===== src/rtl/lpr_pkg.sv =====
package lpr_pkg;

	// Build-time defaults
	localparam int FRAME_COUNT_DEF = 16;
	localparam int PAGE_BITS_DEF   = 16;

	// Fixed field widths of the channels
	localparam int PAGE_W  = 16;
	localparam int INDEX_W = 4;
	localparam int COUNT_W = 32;
	localparam int CFG_W   = 5;

	// Frame count after reset
	localparam logic [CFG_W-1:0] FRAMES_RESET = CFG_W'(4);

	// Saturation value of the fault total
	localparam logic [COUNT_W-1:0] FAULT_MAX = {COUNT_W{1'b1}};

endpackage


===== src/rtl/lpr_if.sv =====
// Page reference channel
interface lpr_ref_if import lpr_pkg::*; ();
	logic              valid;
	logic              ready;
	logic [PAGE_W-1:0] page_number;
	logic              last_reference;

	modport source (output valid, output page_number, output last_reference, input ready);
	modport sink   (input valid, input page_number, input last_reference, output ready);
endinterface

// Result channel
interface lpr_res_if import lpr_pkg::*; ();
	logic               valid;
	logic               ready;
	logic               hit;
	logic [INDEX_W-1:0] frame_index;
	logic               evicted_valid;
	logic [PAGE_W-1:0]  evicted_page;
	logic [COUNT_W-1:0] fault_count;

	modport source (output valid, output hit, output frame_index, output evicted_valid,
		output evicted_page, output fault_count, input ready);
	modport sink   (input valid, input hit, input frame_index, input evicted_valid,
		input evicted_page, input fault_count, output ready);
endinterface


===== src/rtl/lru_page_replacement.sv =====
// Channel     Dir   Fields
// page_ref    in    page_number[15:0], last_reference
// page_res    out   hit, frame_index[3:0], evicted_valid, evicted_page[15:0], fault_count[31:0]
// cfg_*       in    cfg_wen, cfg_wdata[4:0] (frames_in_use)
//
// One item per cycle sustained while page_res.ready holds; an accepted item is captured in the input register,
// and the result register loads from the input register when the result register is free.
// The lookup, victim choice and rank update sit between the input register and
// the result register, and the frame table is updated at the same edge.
// arst_n clears the run state and sets frames_in_use to 4; page contents are not reset.
// A stalled result holds in its register while one more item waits in the input register.
module lru_page_replacement import lpr_pkg::*; #(
	parameter int FRAME_COUNT = FRAME_COUNT_DEF,
	parameter int PAGE_BITS   = PAGE_BITS_DEF
) (
	input  logic             clk,
	input  logic             arst_n,
	input  logic             cfg_wen,
	input  logic [CFG_W-1:0] cfg_wdata,
	lpr_ref_if.sink          page_ref,
	lpr_res_if.source        page_res
);

	localparam int IDX_W  = $clog2(FRAME_COUNT);
	localparam int RANK_W = $clog2(FRAME_COUNT);
	localparam int AW     = ($clog2(FRAME_COUNT + 1) > CFG_W) ? $clog2(FRAME_COUNT + 1) : CFG_W;

	// Lowest set bit of a frame vector
	function automatic logic [IDX_W-1:0] first_set(input logic [FRAME_COUNT-1:0] v);
		logic [IDX_W-1:0] r;
		r = '0;
		for (int i = FRAME_COUNT - 1; i >= 0; i--) begin
			if (v[i]) r = IDX_W'(i);
		end
		return r;
	endfunction

	logic [CFG_W-1:0]     frames_q;
	logic                 s1_valid;
	logic [PAGE_BITS-1:0] page_s1;
	logic                 last_s1;

	logic [PAGE_BITS-1:0] page_q  [FRAME_COUNT];
	logic [RANK_W-1:0]    rank_q  [FRAME_COUNT];
	logic [FRAME_COUNT-1:0] valid_q;
	logic [COUNT_W-1:0]   fault_total_q;

	logic                 res_valid_q;
	logic                 hit_q;
	logic [INDEX_W-1:0]   frame_index_q;
	logic                 evicted_valid_q;
	logic [PAGE_W-1:0]    evicted_page_q;
	logic [COUNT_W-1:0]   fault_count_q;

	logic                 adv;
	logic                 fire;
	logic [AW-1:0]        cfg_ext;
	logic [AW-1:0]        active;
	logic [FRAME_COUNT-1:0] act_mask;
	logic [FRAME_COUNT-1:0] match_vec;
	logic [FRAME_COUNT-1:0] empty_vec;
	logic [FRAME_COUNT-1:0] lru_vec;
	logic                 hit_w;
	logic                 empty_w;
	logic                 evict_w;
	logic [IDX_W-1:0]     idx_w;
	logic [RANK_W-1:0]    cur_rank;
	logic [RANK_W-1:0]    rank_next [FRAME_COUNT];
	logic [COUNT_W-1:0]   fault_next;

	// Handshake: result register frees the input register
	assign adv            = !res_valid_q || page_res.ready;
	assign fire           = s1_valid && adv;
	assign page_ref.ready = !s1_valid || adv;

	// Active frame count, clamped to 1..FRAME_COUNT
	assign cfg_ext = AW'(frames_q);
	always_comb begin
		if (cfg_ext == '0) begin
			active = AW'(1);
		end else if (cfg_ext > AW'(FRAME_COUNT)) begin
			active = AW'(FRAME_COUNT);
		end else begin
			active = cfg_ext;
		end
	end

	// Per-frame lookup vectors
	always_comb begin
		for (int j = 0; j < FRAME_COUNT; j++) begin
			act_mask[j]  = AW'(j) < active;
			match_vec[j] = act_mask[j] && valid_q[j] && (page_q[j] == page_s1);
			empty_vec[j] = act_mask[j] && !valid_q[j];
		end
	end

	// Oldest active frame: rank beats every other active frame, lower index wins ties
	always_comb begin
		for (int j = 0; j < FRAME_COUNT; j++) begin
			lru_vec[j] = act_mask[j];
			for (int k = 0; k < FRAME_COUNT; k++) begin
				if (k != j && act_mask[k]) begin
					if (!((rank_q[j] > rank_q[k]) || ((rank_q[j] == rank_q[k]) && (j < k))))
						lru_vec[j] = 1'b0;
				end
			end
		end
	end

	// Frame choice
	assign hit_w   = |match_vec;
	assign empty_w = |empty_vec;
	assign evict_w = !hit_w && !empty_w;
	always_comb begin
		if (hit_w) begin
			idx_w = first_set(match_vec);
		end else if (empty_w) begin
			idx_w = first_set(empty_vec);
		end else begin
			idx_w = first_set(lru_vec);
		end
	end
	assign cur_rank = rank_q[idx_w];

	// Rank update: touched frame goes to 0, younger valid frames age (all on a fill)
	always_comb begin
		for (int j = 0; j < FRAME_COUNT; j++) begin
			if (IDX_W'(j) == idx_w) begin
				rank_next[j] = '0;
			end else if (valid_q[j] && ((!hit_w && empty_w) || (rank_q[j] < cur_rank))) begin
				rank_next[j] = rank_q[j] + RANK_W'(1);
			end else begin
				rank_next[j] = rank_q[j];
			end
		end
	end

	// Saturating fault total
	assign fault_next = (hit_w || fault_total_q == FAULT_MAX) ? fault_total_q
		: fault_total_q + COUNT_W'(1);

	// Configuration register
	always_ff @(posedge clk or negedge arst_n) begin
		if (!arst_n) begin
			frames_q <= FRAMES_RESET;
		end else if (cfg_wen) begin
			frames_q <= cfg_wdata;
		end
	end

	// Input register
	always_ff @(posedge clk or negedge arst_n) begin
		if (!arst_n) begin
			s1_valid <= 1'b0;
		end else if (page_ref.ready) begin
			s1_valid <= page_ref.valid;
		end
	end

	always_ff @(posedge clk) begin
		if (page_ref.ready && page_ref.valid) begin
			page_s1 <= PAGE_BITS'(page_ref.page_number);
			last_s1 <= page_ref.last_reference;
		end
	end

	// Run state: valid bits, ranks, fault total
	always_ff @(posedge clk or negedge arst_n) begin
		if (!arst_n) begin
			valid_q       <= '0;
			fault_total_q <= '0;
			for (int j = 0; j < FRAME_COUNT; j++) rank_q[j] <= '0;
		end else if (fire) begin
			if (last_s1) begin
				valid_q       <= '0;
				fault_total_q <= '0;
				for (int j = 0; j < FRAME_COUNT; j++) rank_q[j] <= '0;
			end else begin
				valid_q[idx_w] <= 1'b1;
				fault_total_q  <= fault_next;
				for (int j = 0; j < FRAME_COUNT; j++) rank_q[j] <= rank_next[j];
			end
		end
	end

	// Page table, written on every fault
	always_ff @(posedge clk) begin
		if (fire && !hit_w) begin
			page_q[idx_w] <= page_s1;
		end
	end

	// Result register
	always_ff @(posedge clk or negedge arst_n) begin
		if (!arst_n) begin
			res_valid_q <= 1'b0;
		end else if (adv) begin
			res_valid_q <= s1_valid;
		end
	end

	always_ff @(posedge clk) begin
		if (fire) begin
			hit_q           <= hit_w;
			frame_index_q   <= INDEX_W'(idx_w);
			evicted_valid_q <= evict_w;
			evicted_page_q  <= evict_w ? PAGE_W'(page_q[idx_w]) : '0;
			fault_count_q   <= fault_next;
		end
	end

	assign page_res.valid         = res_valid_q;
	assign page_res.hit           = hit_q;
	assign page_res.frame_index   = frame_index_q;
	assign page_res.evicted_valid = evicted_valid_q;
	assign page_res.evicted_page  = evicted_page_q;
	assign page_res.fault_count   = fault_count_q;

	// Checks
	a_fire_gives_result: assert property (@(posedge clk) disable iff (!arst_n)
		fire |=> res_valid_q)
		else $error("accepted item produced no result");

	a_last_clears_run: assert property (@(posedge clk) disable iff (!arst_n)
		fire && last_s1 |=> (valid_q == '0) && (fault_total_q == '0))
		else $error("run state not cleared after last reference");

	a_hit_keeps_total: assert property (@(posedge clk) disable iff (!arst_n)
		fire && hit_w && !last_s1 |=> $stable(fault_total_q))
		else $error("fault total moved on a hit");

	a_touched_is_mru: assert property (@(posedge clk) disable iff (!arst_n)
		fire && !last_s1 |=> valid_q[$past(idx_w)] && (rank_q[$past(idx_w)] == '0))
		else $error("touched frame not valid and most recent");

	a_hit_no_evict: assert property (@(posedge clk) disable iff (!arst_n)
		res_valid_q && hit_q |-> !evicted_valid_q && (evicted_page_q == '0))
		else $error("eviction reported on a hit");

endmodule

===== src/flat_wrapper.sv =====
// flat-port wrapper written by rule: the top's interface ports become plain ports
module lru_page_replacement_flat import lpr_pkg::*;
#(
	parameter int FRAME_COUNT = FRAME_COUNT_DEF,
	parameter int PAGE_BITS   = PAGE_BITS_DEF
)
  (clk, arst_n, cfg_wen, cfg_wdata, page_ref_valid, page_ref_page_number, page_ref_last_reference, page_ref_ready, page_res_valid, page_res_hit, page_res_frame_index, page_res_evicted_valid, page_res_evicted_page, page_res_fault_count, page_res_ready);
  lpr_ref_if page_ref_i ();
  lpr_res_if page_res_i ();
  input  logic clk;
  input  logic arst_n;
  input  logic cfg_wen;
  input  logic [CFG_W-1:0] cfg_wdata;
  input wire logic [$bits(page_ref_i.valid)-1:0] page_ref_valid;
  input wire logic [$bits(page_ref_i.page_number)-1:0] page_ref_page_number;
  input wire logic [$bits(page_ref_i.last_reference)-1:0] page_ref_last_reference;
  output wire logic [$bits(page_ref_i.ready)-1:0] page_ref_ready;
  output wire logic [$bits(page_res_i.valid)-1:0] page_res_valid;
  output wire logic [$bits(page_res_i.hit)-1:0] page_res_hit;
  output wire logic [$bits(page_res_i.frame_index)-1:0] page_res_frame_index;
  output wire logic [$bits(page_res_i.evicted_valid)-1:0] page_res_evicted_valid;
  output wire logic [$bits(page_res_i.evicted_page)-1:0] page_res_evicted_page;
  output wire logic [$bits(page_res_i.fault_count)-1:0] page_res_fault_count;
  input wire logic [$bits(page_res_i.ready)-1:0] page_res_ready;
  assign page_ref_i.valid = page_ref_valid;
  assign page_ref_i.page_number = page_ref_page_number;
  assign page_ref_i.last_reference = page_ref_last_reference;
  assign page_ref_ready = page_ref_i.ready;
  assign page_res_valid = page_res_i.valid;
  assign page_res_hit = page_res_i.hit;
  assign page_res_frame_index = page_res_i.frame_index;
  assign page_res_evicted_valid = page_res_i.evicted_valid;
  assign page_res_evicted_page = page_res_i.evicted_page;
  assign page_res_fault_count = page_res_i.fault_count;
  assign page_res_i.ready = page_res_ready;
  lru_page_replacement #(.FRAME_COUNT(FRAME_COUNT), .PAGE_BITS(PAGE_BITS)) u_core (.clk(clk), .arst_n(arst_n), .cfg_wen(cfg_wen), .cfg_wdata(cfg_wdata), .page_ref(page_ref_i), .page_res(page_res_i));
endmodule

===== config.mk =====
export PLATFORM = sky130hd
export DESIGN_NAME = lru_page_replacement_flat
export DESIGN_NICKNAME = d
export VERILOG_FILES = /design/src/rtl/lpr_pkg.sv /design/src/rtl/lpr_if.sv /design/src/rtl/lru_page_replacement.sv /design/src/flat_wrapper.sv
export SDC_FILE = /design/constraint.sdc
export NUM_CORES = 2
export LEC_CHECK = 0
export BUFFER_PORTS_ARGS = -buffer_cell sky130_fd_sc_hd__buf_2
export CAP_MARGIN = 20
export CORE_MARGIN = 1.5
export CORE_UTILIZATION = 45
export CTS_BUF_LIST = sky130_fd_sc_hd__clkbuf_4
export DETAILED_ROUTE_END_ITERATION = 12
export GPL_ROUTABILITY_DRIVEN = 0
export MAX_ROUTING_LAYER = met4
export PLACE_DENSITY_LB_ADDON = 0.1
export SLEW_MARGIN = 20
export SYNTH_ARGS = -nofsm -noshare
export SYNTH_HDL_FRONTEND = slang
export SYNTH_SLANG_ARGS = --single-unit

===== constraint.sdc =====
create_clock -name clk -period 8.6 [get_ports clk]
set_input_delay 2.15 -clock clk [delete_from_list [all_inputs] [get_ports clk]]
set_output_delay 2.15 -clock clk [all_outputs]
set_load 0.05 [all_outputs]

==> metrics <==
Worst setup SP type register; leading area contributor after synthesis edfxtp_1; achievable frequency between 100 and 150 MHz; Period minus WS final between 8000 and 9000 ps; Worst-path clk slew 70 ps; post-route ant nets 0; IO Port Bufs 82; worst-path fanout max just over 40; Overflow after GRT 0; Worst VDD drop 186 µV; largest net degree at the start of global routing 84; share of cells above drive strength 1 0.122; mapped cell area approximately 38000 µm²; Post-CTS Setup Repair Bufs 0; Slew Limit Fails 0; IO Count 83; vias per cell 6.60; Clock Path Buffers 3; Clock Latency Late Sink just under 1000 ps; overall power about 12000 µW; top cells by area, synth edfxtp_1, ha_1, dfrtp_1; Max-cap violations 0; final setup margin 454 ps; Num CTS Buffers about 120; hold path start u_core.s1_valid$_DFFE_PN0N_; EDFF count, synth roughly 330; Hold Crit Endpoint u_core.page_res.valid$_DFFE_PN0P_; Layout fillers around 8000; drc violations 0; CP peak stage delay ~810 ps; Initial Util 0.456; Critical Path End Type register; Hold Path Class reg2reg; RSZ-0062 raised after global routing false; Top FF cell, synth edfxtp_1; clock root buffer clkbuf_4; Post-CTS Resized 0; power per standard cell area 292 nW/µm²; cts hold-fix bufs 0; drt wl/cell 29.0 µm; gr usage total 0.370; setup slack, reg-to-reg around 450 ps; clock tree from TritonCTS done; first-pass GRT wire length roughly 230000 µm; static leakage 0.0170 µW; Final Cycle Share 0.947; post-layout util 0.505; antenna violations before repair 9; crit path DAT between 8000 and 9000 ps; die width approximately 290 µm; nets around 4800; DP HPWL ~110000 µm; #FFs+latches synth approximately 450; Req. time, crit path between 9000 and 10000 ps; register area share after synthesis 0.341; setup_tns 0 ps; clock sink count between 400 and 500; CP max-delay cell a2111oi_0; clk_skew roughly 80 ps; Die Height about 290 µm; Final Hold Vio Count 0; area of the die about 85000 µm²; Yosys top cell area share 0.262; Area growth, synth to finish 10.7%; most common library cell in the layout ignoring fill and taps ha_1; syn avg cell area between 9 and 10 µm²; critical path's top delay family compound AO/OA/AOI/OAI gates; commonest cells after routing, fill and taps aside ha_1, nand2_1, edfxtp_1; critical path class reg2reg; syn nets ~4600; Cell Rows between 100 and 150; multi-input combinational cell area between 20000 and 25000 µm²; Top cell by count, worst path o21ai_0; CTS HTree Levels 3; worst reg2reg endpoint u_core.rank_q[27]$_DFFE_PN0P_; slew of the pin with the lowest slew margin 1200 ps; CP Buf/Inv Count 2; Final Setup Violations 0; R2R cell count 24; yosys warns 0; CP cell instances or2_1 -> nor2_1 -> buf_4 -> a21oi_1 -> a41o_1 -> a2111oi_0 -> nand3b_1 -> nand3_1 -> a31oi_1 -> o211ai_2 -> nand2_4 -> inv_4 -> o211ai_1 -> o211ai_1 -> o21ai_0 -> o21ai_2 -> ha_1 -> o21a_1 -> o21a_1 -> o22ai_1 -> nor4b_1 -> o21ai_0 -> nand2_1 -> o21ai_0; slew margin rel. 0.201; WHS Path Cells 1; post-place setup slack around 880 ps; core area around 80000 µm²; Async SR Flop Fraction 0.267; drt total wl 156000 µm; post-synth cell types 113; number of global-route vias before repair roughly 33000; Syn Inst Count between 4000 and 5000; First DRT Iteration DRCs 4143; WHS ~480 ps; via count about 36000; FF+latch area between 10000 and 15000 µm²; status complete, no violations; drt first pass iters 8; Worst R2R Start u_core.cfg_ext[4]$_DFFE_PN0P_
report_power, final:
part	total (µW)	switching [µW]	internal, µW
clock	1990	981	1010
sequential	2840	343	2490
combinational	7310	4830	2480
worst max-delay path by stage:
stage	from	endpoint	slack, ps	depth (start not counted)
after floorplan	u_core.rank_q[1]$_DFFE_PN0P_	u_core.rank_q[27]$_DFFE_PN0P_	1400	27
after global placement	u_core.cfg_ext[4]$_DFFE_PN0P_	u_core.rank_q[27]$_DFFE_PN0P_	820	24
after detailed placement	u_core.cfg_ext[4]$_DFFE_PN0P_	u_core.rank_q[27]$_DFFE_PN0P_	880	24
after CTS	u_core.cfg_ext[4]$_DFFE_PN0P_	u_core.rank_q[27]$_DFFE_PN0P_	900	24
after global routing	u_core.cfg_ext[4]$_DFFE_PN0P_	u_core.rank_q[27]$_DFFE_PN0P_	180	24
final	u_core.cfg_ext[4]$_DFFE_PN0P_	u_core.rank_q[27]$_DFFE_PN0P_	450	24
stage by stage:
| stage | instance area [µm²] | cells |
|---|---|---|
| after floorplan | 37500 | 4005 |
| after global placement | 39900 | 5156 |
| after detailed placement | 39900 | 5156 |
| after CTS | 41500 | 5377 |
| after global routing | 41600 | 5388 |
| final | 41600 | 5388 |
synth_stat cells, types with 56 or more instances:
cell,instances
ha_1,545
nand2_1,471
edfxtp_1,327
nand3_1,323
a21oi_1,267
xnor2_1,147
nand4_1,141
xor2_1,140
o21ai_0,121
nor2_1,120
dfrtp_1,118
inv_1,117
o211ai_1,112
nor3_1,88
clkbuf_1,83
nor2b_1,83
nor4_1,58
and3_1,57
buf_2,56
cell type report:
class / count / area share
antenna: 10 / 0.000602
sequential: 446 / 0.308
tap: 1070 / 0.0322
clock buffer: 190 / 0.0343
timing repair buffer: 246 / 0.0412
clock inverter: 31 / 0.00418
inverter: 120 / 0.0110
multi-input combinational: 3275 / 0.569
per-layer routing:
layer,vias up,wire length (µm),GRT usage
met5,-,0,-
met4,0,11300,0.232
met3,601,15700,0.0749
met2,2183,67500,0.546
met1,16948,61900,0.463
li1,15826,-,-
worst reg2reg max path, delay by kind of cell, from the launching register on:
family	cells	cell delay [ps]
compound gates	14	3780
buf+inv	2	860
simple gates	7	2300
fa+ha+maj	1	370
flops	1	730
logic make-up (layout without fill, tap and decap cells):
| kind of cell | count (synthesis) | in the layout | synth area share |
|---|---|---|---|
| buf+inv | 284 | 587 | 0.0319 |
| other cells | 0 | 10 | 0 |
| fa+ha+maj | 545 | 545 | 0.182 |
| flops | 446 | 446 | 0.341 |
| compound gates | 870 | 870 | 0.158 |
| xor+xnor | 287 | 287 | 0.0669 |
| mux | 19 | 19 | 0.00530 |
| simple gates | 1554 | 1554 | 0.215 |
registers in the layout (all words and copies together) (netlist names), 4 cells and up:
signal	count
u_core.cfg_ext	5
u_core.rank_q	64
u_core.page_res.fault_count	32
u_core.page_res.frame_index	4
u_core.page_q	256
u_core.page_res.evicted_page	16
u_core.valid_q	16
u_core.page_s1	16
u_core.fault_total_q	32
Note: power is estimated with default switching activity, not from simulation.
